**config.mk**
```make
export PLATFORM = sky130hd
export DESIGN_NAME = waveform_sample_generator
export DESIGN_NICKNAME = d
export VERILOG_FILES = /design/src/design/wsg_pkg.sv /design/src/design/waveform_sample_generator.sv
export SDC_FILE = /design/constraint.sdc
export NUM_CORES = 1
export LEC_CHECK = 0
export BUFFER_PORTS_ARGS = -buffer_cell sky130_fd_sc_hd__buf_2
export CAP_MARGIN = 20
export CORE_UTILIZATION = 30
export CTS_CLUSTER_DIAMETER = 60
export DETAILED_ROUTE_END_ITERATION = 8
export GPL_ROUTABILITY_DRIVEN = 0
export PLACE_DENSITY_LB_ADDON = 0.15
export SETUP_SLACK_MARGIN = 0.15
export SYNTH_ARGS = -nofsm -noshare
export SYNTH_HDL_FRONTEND = slang
export SYNTH_SLANG_ARGS = --single-unit
```
**constraint.sdc**
```tcl
create_clock -name clk -period 6.3 [get_ports clk]
set_input_delay 0.63 -clock clk [delete_from_list [all_inputs] [get_ports clk]]
set_output_delay 0.63 -clock clk [all_outputs]
set_load 0.02 [all_outputs]
```
**src/design/wsg_pkg.sv**
```systemverilog
package wsg_pkg;

	localparam int unsigned WAVE_LENGTH    = 1024;
	localparam int unsigned INDEX_W        = 10;
	localparam int unsigned QUARTER        = WAVE_LENGTH / 4;
	localparam int unsigned QUARTER_W      = INDEX_W - 2;
	localparam int unsigned HALF_W         = INDEX_W - 1;
	localparam int unsigned GAIN_FRAC_BITS = 12;
	localparam int unsigned RAW_W          = 13;
	localparam int unsigned GAIN_W         = 16;
	localparam int unsigned SCALED_W       = 16;
	localparam int unsigned PROD_W         = RAW_W + GAIN_W;

	localparam logic [11:0] FULL_SCALE = 12'd4095;
	localparam logic [RAW_W-1:0] MID_SCALE = 13'd2048;
	localparam logic [RAW_W-1:0] PEAK_SCALE = 13'd4096;

	localparam logic [63:0] HALF_PI_Q30 = 64'd1686629713;
	localparam logic [63:0] Q30_ONE = 64'd1073741824;

	// Configuration register indexes.
	localparam logic [1:0] REG_WAVE_TYPE = 2'd0;
	localparam logic [1:0] REG_GAIN      = 2'd1;

	typedef enum logic [2:0] {
		WAVE_SINE     = 3'd0,
		WAVE_SQUARE   = 3'd1,
		WAVE_RAMP     = 3'd2,
		WAVE_TRIANGLE = 3'd3,
		WAVE_DC       = 3'd4
	} wave_t;

	// One ROM entry: bits [12:1] hold the Q30 sine shifted down by 19,
	// bit 0 tells whether any of the dropped bits were set.
	typedef logic [QUARTER-1:0][12:0] sine_rom_t;

	function automatic logic [12:0] sine_entry(int unsigned k);
		logic [63:0] x;
		logic [63:0] x2;
		logic [63:0] term;
		logic signed [64:0] sum;
		logic [63:0] r;
		r = 64'(4 * k);
		x = (HALF_PI_Q30 * r) / WAVE_LENGTH;
		x2 = (x * x) >> 30;
		term = x;
		sum = 65'(x);
		term = ((term * x2) >> 30) / 64'd6;
		sum = sum - 65'(term);
		term = ((term * x2) >> 30) / 64'd20;
		sum = sum + 65'(term);
		term = ((term * x2) >> 30) / 64'd42;
		sum = sum - 65'(term);
		term = ((term * x2) >> 30) / 64'd72;
		sum = sum + 65'(term);
		term = ((term * x2) >> 30) / 64'd110;
		sum = sum - 65'(term);
		term = ((term * x2) >> 30) / 64'd156;
		sum = sum + 65'(term);
		term = ((term * x2) >> 30) / 64'd210;
		sum = sum - 65'(term);
		if (sum < 0) begin
			sum = '0;
		end
		if (sum > $signed({1'b0, Q30_ONE})) begin
			sum = $signed({1'b0, Q30_ONE});
		end
		return {sum[30:19], (sum[18:0] != 19'd0)};
	endfunction

	function automatic sine_rom_t build_sine_rom();
		sine_rom_t rom;
		for (int unsigned k = 0; k < QUARTER; k++) begin
			rom[k] = sine_entry(k);
		end
		return rom;
	endfunction

	localparam sine_rom_t SINE_ROM = build_sine_rom();

endpackage

```
**src/design/waveform_sample_generator.sv**
```systemverilog
// Waveform sample generator.
// Each item is one sample_index within a period of 1024 samples. The block
// returns the raw sample of the selected wave (sine, square, ramp, triangle,
// or zero for dc and unused codes) and that sample times the Q4.12 gain,
// shifted right by 12 and saturated at 65535.
// Input: an item is taken on any clock edge where start is high; busy never
// rises, so one item enters every cycle.
// Output: done is high for one cycle with raw_sample and scaled_sample; the
// receiver cannot stall, and items leave in the order they entered.
// The pipeline has four stages: index capture, quarter-wave ROM lookup with
// symmetry fold, gain multiply, then shift and saturate.
// Configuration: cfg_ready is always high; index 0 is wave_type, index 1 is
// gain, other indexes are ignored. Write only while no item is in flight.
// Reset clears the pipeline valid bits and sets wave_type to sine and gain
// to unity (4096).
module waveform_sample_generator (
	input  logic        clk,
	input  logic        arst_n,
	input  logic        start,
	output logic        busy,
	input  logic [9:0]  sample_index,
	output logic        done,
	output logic [12:0] raw_sample,
	output logic [15:0] scaled_sample,
	input  logic        cfg_valid,
	output logic        cfg_ready,
	input  logic [1:0]  cfg_index,
	input  logic [15:0] cfg_data
);

	logic [2:0] wave_type_q;
	logic [wsg_pkg::GAIN_W-1:0] gain_q;

	logic valid_s1, valid_s2, valid_s3, valid_s4;
	logic [wsg_pkg::INDEX_W-1:0] index_s1;
	logic [wsg_pkg::RAW_W-1:0] raw_s2, raw_s3, raw_s4;
	logic [wsg_pkg::PROD_W-1:0] prod_s3;
	logic [wsg_pkg::SCALED_W-1:0] scaled_s4;

	logic [1:0] quad;
	logic [wsg_pkg::QUARTER_W-1:0] step;
	logic [wsg_pkg::QUARTER_W-1:0] rom_addr;
	logic [12:0] rom_entry;
	logic full;
	logic [wsg_pkg::RAW_W-1:0] sine_raw;
	logic [wsg_pkg::RAW_W-1:0] wave_raw;
	logic [wsg_pkg::INDEX_W+11:0] ramp_prod;
	logic [wsg_pkg::HALF_W+11:0] tri_prod;
	logic [wsg_pkg::HALF_W-1:0] tri_offset;

	assign busy = 1'b0;
	assign cfg_ready = 1'b1;

	always_ff @(posedge clk or negedge arst_n) begin
		if (!arst_n) begin
			wave_type_q <= wsg_pkg::WAVE_SINE;
			gain_q <= 16'd4096;
		end else if (cfg_valid && cfg_ready) begin
			if (cfg_index == wsg_pkg::REG_WAVE_TYPE) begin
				wave_type_q <= cfg_data[2:0];
			end else if (cfg_index == wsg_pkg::REG_GAIN) begin
				gain_q <= cfg_data;
			end
		end
	end

	// Quarter-wave fold: odd quadrants mirror the index, the upper half
	// subtracts from mid-scale. The end of a quarter is exactly peak scale, or zero in the upper half.
	assign quad = index_s1[wsg_pkg::INDEX_W-1 -: 2];
	assign step = index_s1[wsg_pkg::QUARTER_W-1:0];
	assign full = quad[0] && (step == '0);
	assign rom_addr = quad[0] ? (wsg_pkg::QUARTER_W)'(0) - step : step;
	assign rom_entry = wsg_pkg::SINE_ROM[rom_addr];

	always_comb begin
		if (full) begin
			sine_raw = quad[1] ? '0 : wsg_pkg::PEAK_SCALE;
		end else if (quad[1]) begin
			sine_raw = wsg_pkg::MID_SCALE - {1'b0, rom_entry[12:1]}
				- {12'd0, rom_entry[0]};
		end else begin
			sine_raw = wsg_pkg::MID_SCALE + {1'b0, rom_entry[12:1]};
		end
	end

	// Multiplying by 4095 is a shift and a subtract.
	assign ramp_prod = {index_s1, 12'd0} - {12'd0, index_s1};
	assign tri_offset = index_s1[wsg_pkg::HALF_W-1:0];
	assign tri_prod = {tri_offset, 12'd0} - {12'd0, tri_offset};

	always_comb begin
		case (wsg_pkg::wave_t'(wave_type_q))
			wsg_pkg::WAVE_SINE: wave_raw = sine_raw;
			wsg_pkg::WAVE_SQUARE: begin
				wave_raw = index_s1[wsg_pkg::INDEX_W-1] ? '0
					: {1'b0, wsg_pkg::FULL_SCALE};
			end
			wsg_pkg::WAVE_RAMP: begin
				wave_raw = {1'b0, ramp_prod[wsg_pkg::INDEX_W+11:wsg_pkg::INDEX_W]};
			end
			wsg_pkg::WAVE_TRIANGLE: begin
				if (index_s1[wsg_pkg::INDEX_W-1]) begin
					wave_raw = {1'b0, wsg_pkg::FULL_SCALE
						- tri_prod[wsg_pkg::HALF_W+11:wsg_pkg::HALF_W]};
				end else begin
					wave_raw = {1'b0, tri_prod[wsg_pkg::HALF_W+11:wsg_pkg::HALF_W]};
				end
			end
			default: wave_raw = '0;
		endcase
	end

	always_ff @(posedge clk or negedge arst_n) begin
		if (!arst_n) begin
			valid_s1 <= 1'b0;
			valid_s2 <= 1'b0;
			valid_s3 <= 1'b0;
			valid_s4 <= 1'b0;
		end else begin
			valid_s1 <= start && !busy;
			valid_s2 <= valid_s1;
			valid_s3 <= valid_s2;
			valid_s4 <= valid_s3;
		end
	end

	always_ff @(posedge clk) begin
		index_s1 <= sample_index;
		raw_s2 <= wave_raw;
		raw_s3 <= raw_s2;
		prod_s3 <= {{wsg_pkg::GAIN_W{1'b0}}, raw_s2} * {{wsg_pkg::RAW_W{1'b0}}, gain_q};
		raw_s4 <= raw_s3;
		if (prod_s3[wsg_pkg::PROD_W-1:wsg_pkg::GAIN_FRAC_BITS + wsg_pkg::SCALED_W] != '0) begin
			scaled_s4 <= '1;
		end else begin
			scaled_s4 <= prod_s3[wsg_pkg::GAIN_FRAC_BITS +: wsg_pkg::SCALED_W];
		end
	end

	assign done = valid_s4;
	assign raw_sample = raw_s4;
	assign scaled_sample = scaled_s4;

endmodule

```
==> metrics.txt <==
dpl cells 2167; pwr/cell area 546 mW/mm²; CTS Sinks 105; busiest grt layer met2; syn_nets 1843; Hold Violations, Final 0; Synth Cell Area 0.0131 mm²; Final #Nets 1877; Worst Setup Slack, final 0.541 ns; Max FO, Critical Path 17; Critical Path Start Type flop; Post-synth EDFFs 0; Syn. warnings 0; area delta synth->final 11.2%; part of the power in registers 0.143; initial antenna violation count 1; HPWL Detailed 30.6 mm; final instance area 0.0145 mm²; DRC errors left 0; die area 0.0444 mm²; Buffers on Ports 61; Area after DPL 0.0141 mm²; syn avg cell area 8.36 µm²; GR Overflow Total 0; chip width 211 µm; cell count after synthesis 1562; Switching Fraction 0.499; most common cell after layout, fill and taps aside inv_1; WP data arrival 6.01 ns; most frequent CP cell fa_1; CTS tree done; Root Buffer clkbuf_16; pin count of the biggest net entering global routing 34; Tcrit/Tclk final 0.914; Comb power frac 0.779; M3 GR Usage 0.0345; status finished clean; Total Neg Setup Slack 0 ns; post-synthesis register bit count 105; I/O Pins 64; Max-slew headroom 0.317; worst-path cell chain and2_1 -> fa_1 -> inv_1 -> fa_1 -> inv_1 -> fa_1 -> inv_1 -> fa_1 -> inv_1 -> fa_1 -> ha_1 -> and3_1 -> a221o_1 -> a21oi_4 -> a2bb2oi_2 -> a211oi_2 -> nor3b_2 -> o21a_1 -> nor2_1 -> o221ai_1; register area share after synthesis 0.170; proportion of layout cells with a drive suffix above 1 0.135; first-pass GRT wire length 63.9 mm; share of flip-flops with an asynchronous set or reset 0.219; most used flip-flop cell after synthesis dfxtp_1; Die Y 211 µm; pre-CTS setup slack 0.00156 ns; critical path required time 6.56 ns; detailed-router iteration count before antenna repair 5; type of the worst min-delay path in -> async; antenna-violating nets left 0; Final Critical Period 5.76 ns; non-filler instance count after layout 2186; slowest cell on the critical path fa_1; drt total wl 39.3 mm; number of endpoints failing setup at the final stage 0; Core Region 0.0430 mm²; worst-case clock buffer depth 2; drt wl/cell 18.0 µm; vias 10958; Slew Viols, Final 0; fillers 4553; top achievable clock speed 174 MHz; Max VDD drop 0.548 mV; number of DRC markers in iteration 0 829; initial core utilization 0.304; row count 76; LEAKAGE 6.66 nW; all-layer global routing usage 0.186; Largest stage delay, worst path 0.53 ns; diode count 0; clk_skew 0.0165 ns; met1 Use GR 0.248; P_int 0.00397 W; Yosys cell types 94; Clock power frac 0.078; Switch Pwr 0.00396 W; most frequent cells in the layout 200 x inv_1, 195 x nand2_1, 153 x fa_1; Max-Cap Viols 0; vias in the first global route 11354; Avg Vias per Cell 5.01; cts bufs inserted 9; CP Class reg -> reg; RSZ-0062 raised after global routing yes; CTS clock-pin slew for the worst setup and hold paths 0.08 ns; critical path endpoint category flop; Worst-Margin Slew 1.02 ns; GRT met2 Usage 0.306; worst skew pair latency 0.39 ns; # H-tree levels 3
==> per-stage QoR <==
stage               hold WS (ns)  utilization  power [W]
global placement           0.311        0.329    0.00728
floorplan                  0.310            -    0.00583
finish                     0.267        0.338    0.00794
CTS                        0.280        0.336    0.00800
detailed placement         0.313        0.329    0.00730
global route               0.294        0.338    0.00913
==> repair_timing <==
action                     CTS  global route
gates resized for setup      3            12
hold buffers                 0             0
buffers inserted             0             3
setup endpoints to repair    4             6
pin swaps                    0             1
==> per-layer routing <==
layer / part of all wire / vias to the layer above
li1: - / 5229
met1: 0.46 / 5388
met2: 0.47 / 297
met3: 0.050 / 44
met4: 0.020 / 0
met5: 0 / -
==> worst paths after layout <==
path                            from            end  slack (ns)  depth (start not counted)
max                        raw_s2[3]    prod_s3[26]        0.54                         20
min                           arst_n           done        0.27                          1
max reg2reg                raw_s2[3]    prod_s3[26]        0.54                         20
min reg2reg                raw_s3[0]  raw_sample[0]        0.33                          0
max in group asynchronous     arst_n      gain_q[8]        5.54                          1
min in group clk           raw_s3[0]  raw_sample[0]        0.33                          0
==> sequential cells by signal (all words and copies together) (netlist names) <==
register,cells
done,1
gain_q,16
index_s1,10
prod_s3,17
raw_s2,13
raw_s3,13
raw_sample,13
scaled_sample,16
valid_s1,1
valid_s2,1
valid_s3,1
wave_type_q,3
==> cell usage after synthesis, types with 21 or more instances <==
cell / n / area (µm²)
xnor2_1: 24 / 210
clkbuf_1: 66 / 248
nor2_1: 93 / 349
nor3_1: 31 / 155
a21oi_1: 62 / 310
dfrtp_1: 22 / 551
fa_1: 153 / 3060
inv_1: 200 / 751
dfxtp_1: 82 / 1640
nand3_1: 21 / 105
ha_1: 96 / 1200
o21ai_0: 73 / 365
and2_1: 103 / 644
nand2_1: 195 / 732
==> power groups by stage <==
stage          sequential (W)  clock (W)  combinational (W)
4_1_cts               0.00114   0.000647            0.00621
5_1_grt               0.00117   0.000674            0.00729
3_3_place_gp          0.00115          0            0.00614
3_5_place_dp          0.00115          0            0.00615
2_1_floorplan         0.00113          0            0.00470
6_report              0.00114   0.000618            0.00618
==> area by class of cell <==
cell class | instances | area [µm²] | share of cell area
Timing Repair Buffer | 125 | 811 | 0.0558
Tap cell | 585 | 732 | 0.0504
Clock inverter | 4 | 48.8 | 0.00336
Multi-Input combinational cell | 1152 | 9690 | 0.667
Sequential cell | 105 | 2220 | 0.153
Clock buffer | 12 | 258 | 0.0177
Inverter | 203 | 762 | 0.0525
==> kinds of logic (layout without fill, tap and decap cells) <==
logic type | after synthesis | after routing | synth area share
other cells | 2 | 2 | 0.000575
fa+ha+maj | 249 | 249 | 0.327
simple gates | 525 | 525 | 0.195
mux | 27 | 27 | 0.0227
compound gates | 313 | 313 | 0.165
flops | 105 | 105 | 0.170
buf+inv | 305 | 344 | 0.0927
xor+xnor | 36 | 36 | 0.0276
==> worst max-delay path: cells and delay by family (launching register included) <==
kind	cells	cell delay, ns
adders and majority gates	6	2.80
buffers and inverters	4	0.21
and+or+nand+nor	4	0.70
DFF	1	0.48
AOI/OAI and AO/OA	6	1.41
Power figures use the tool's default switching activity.
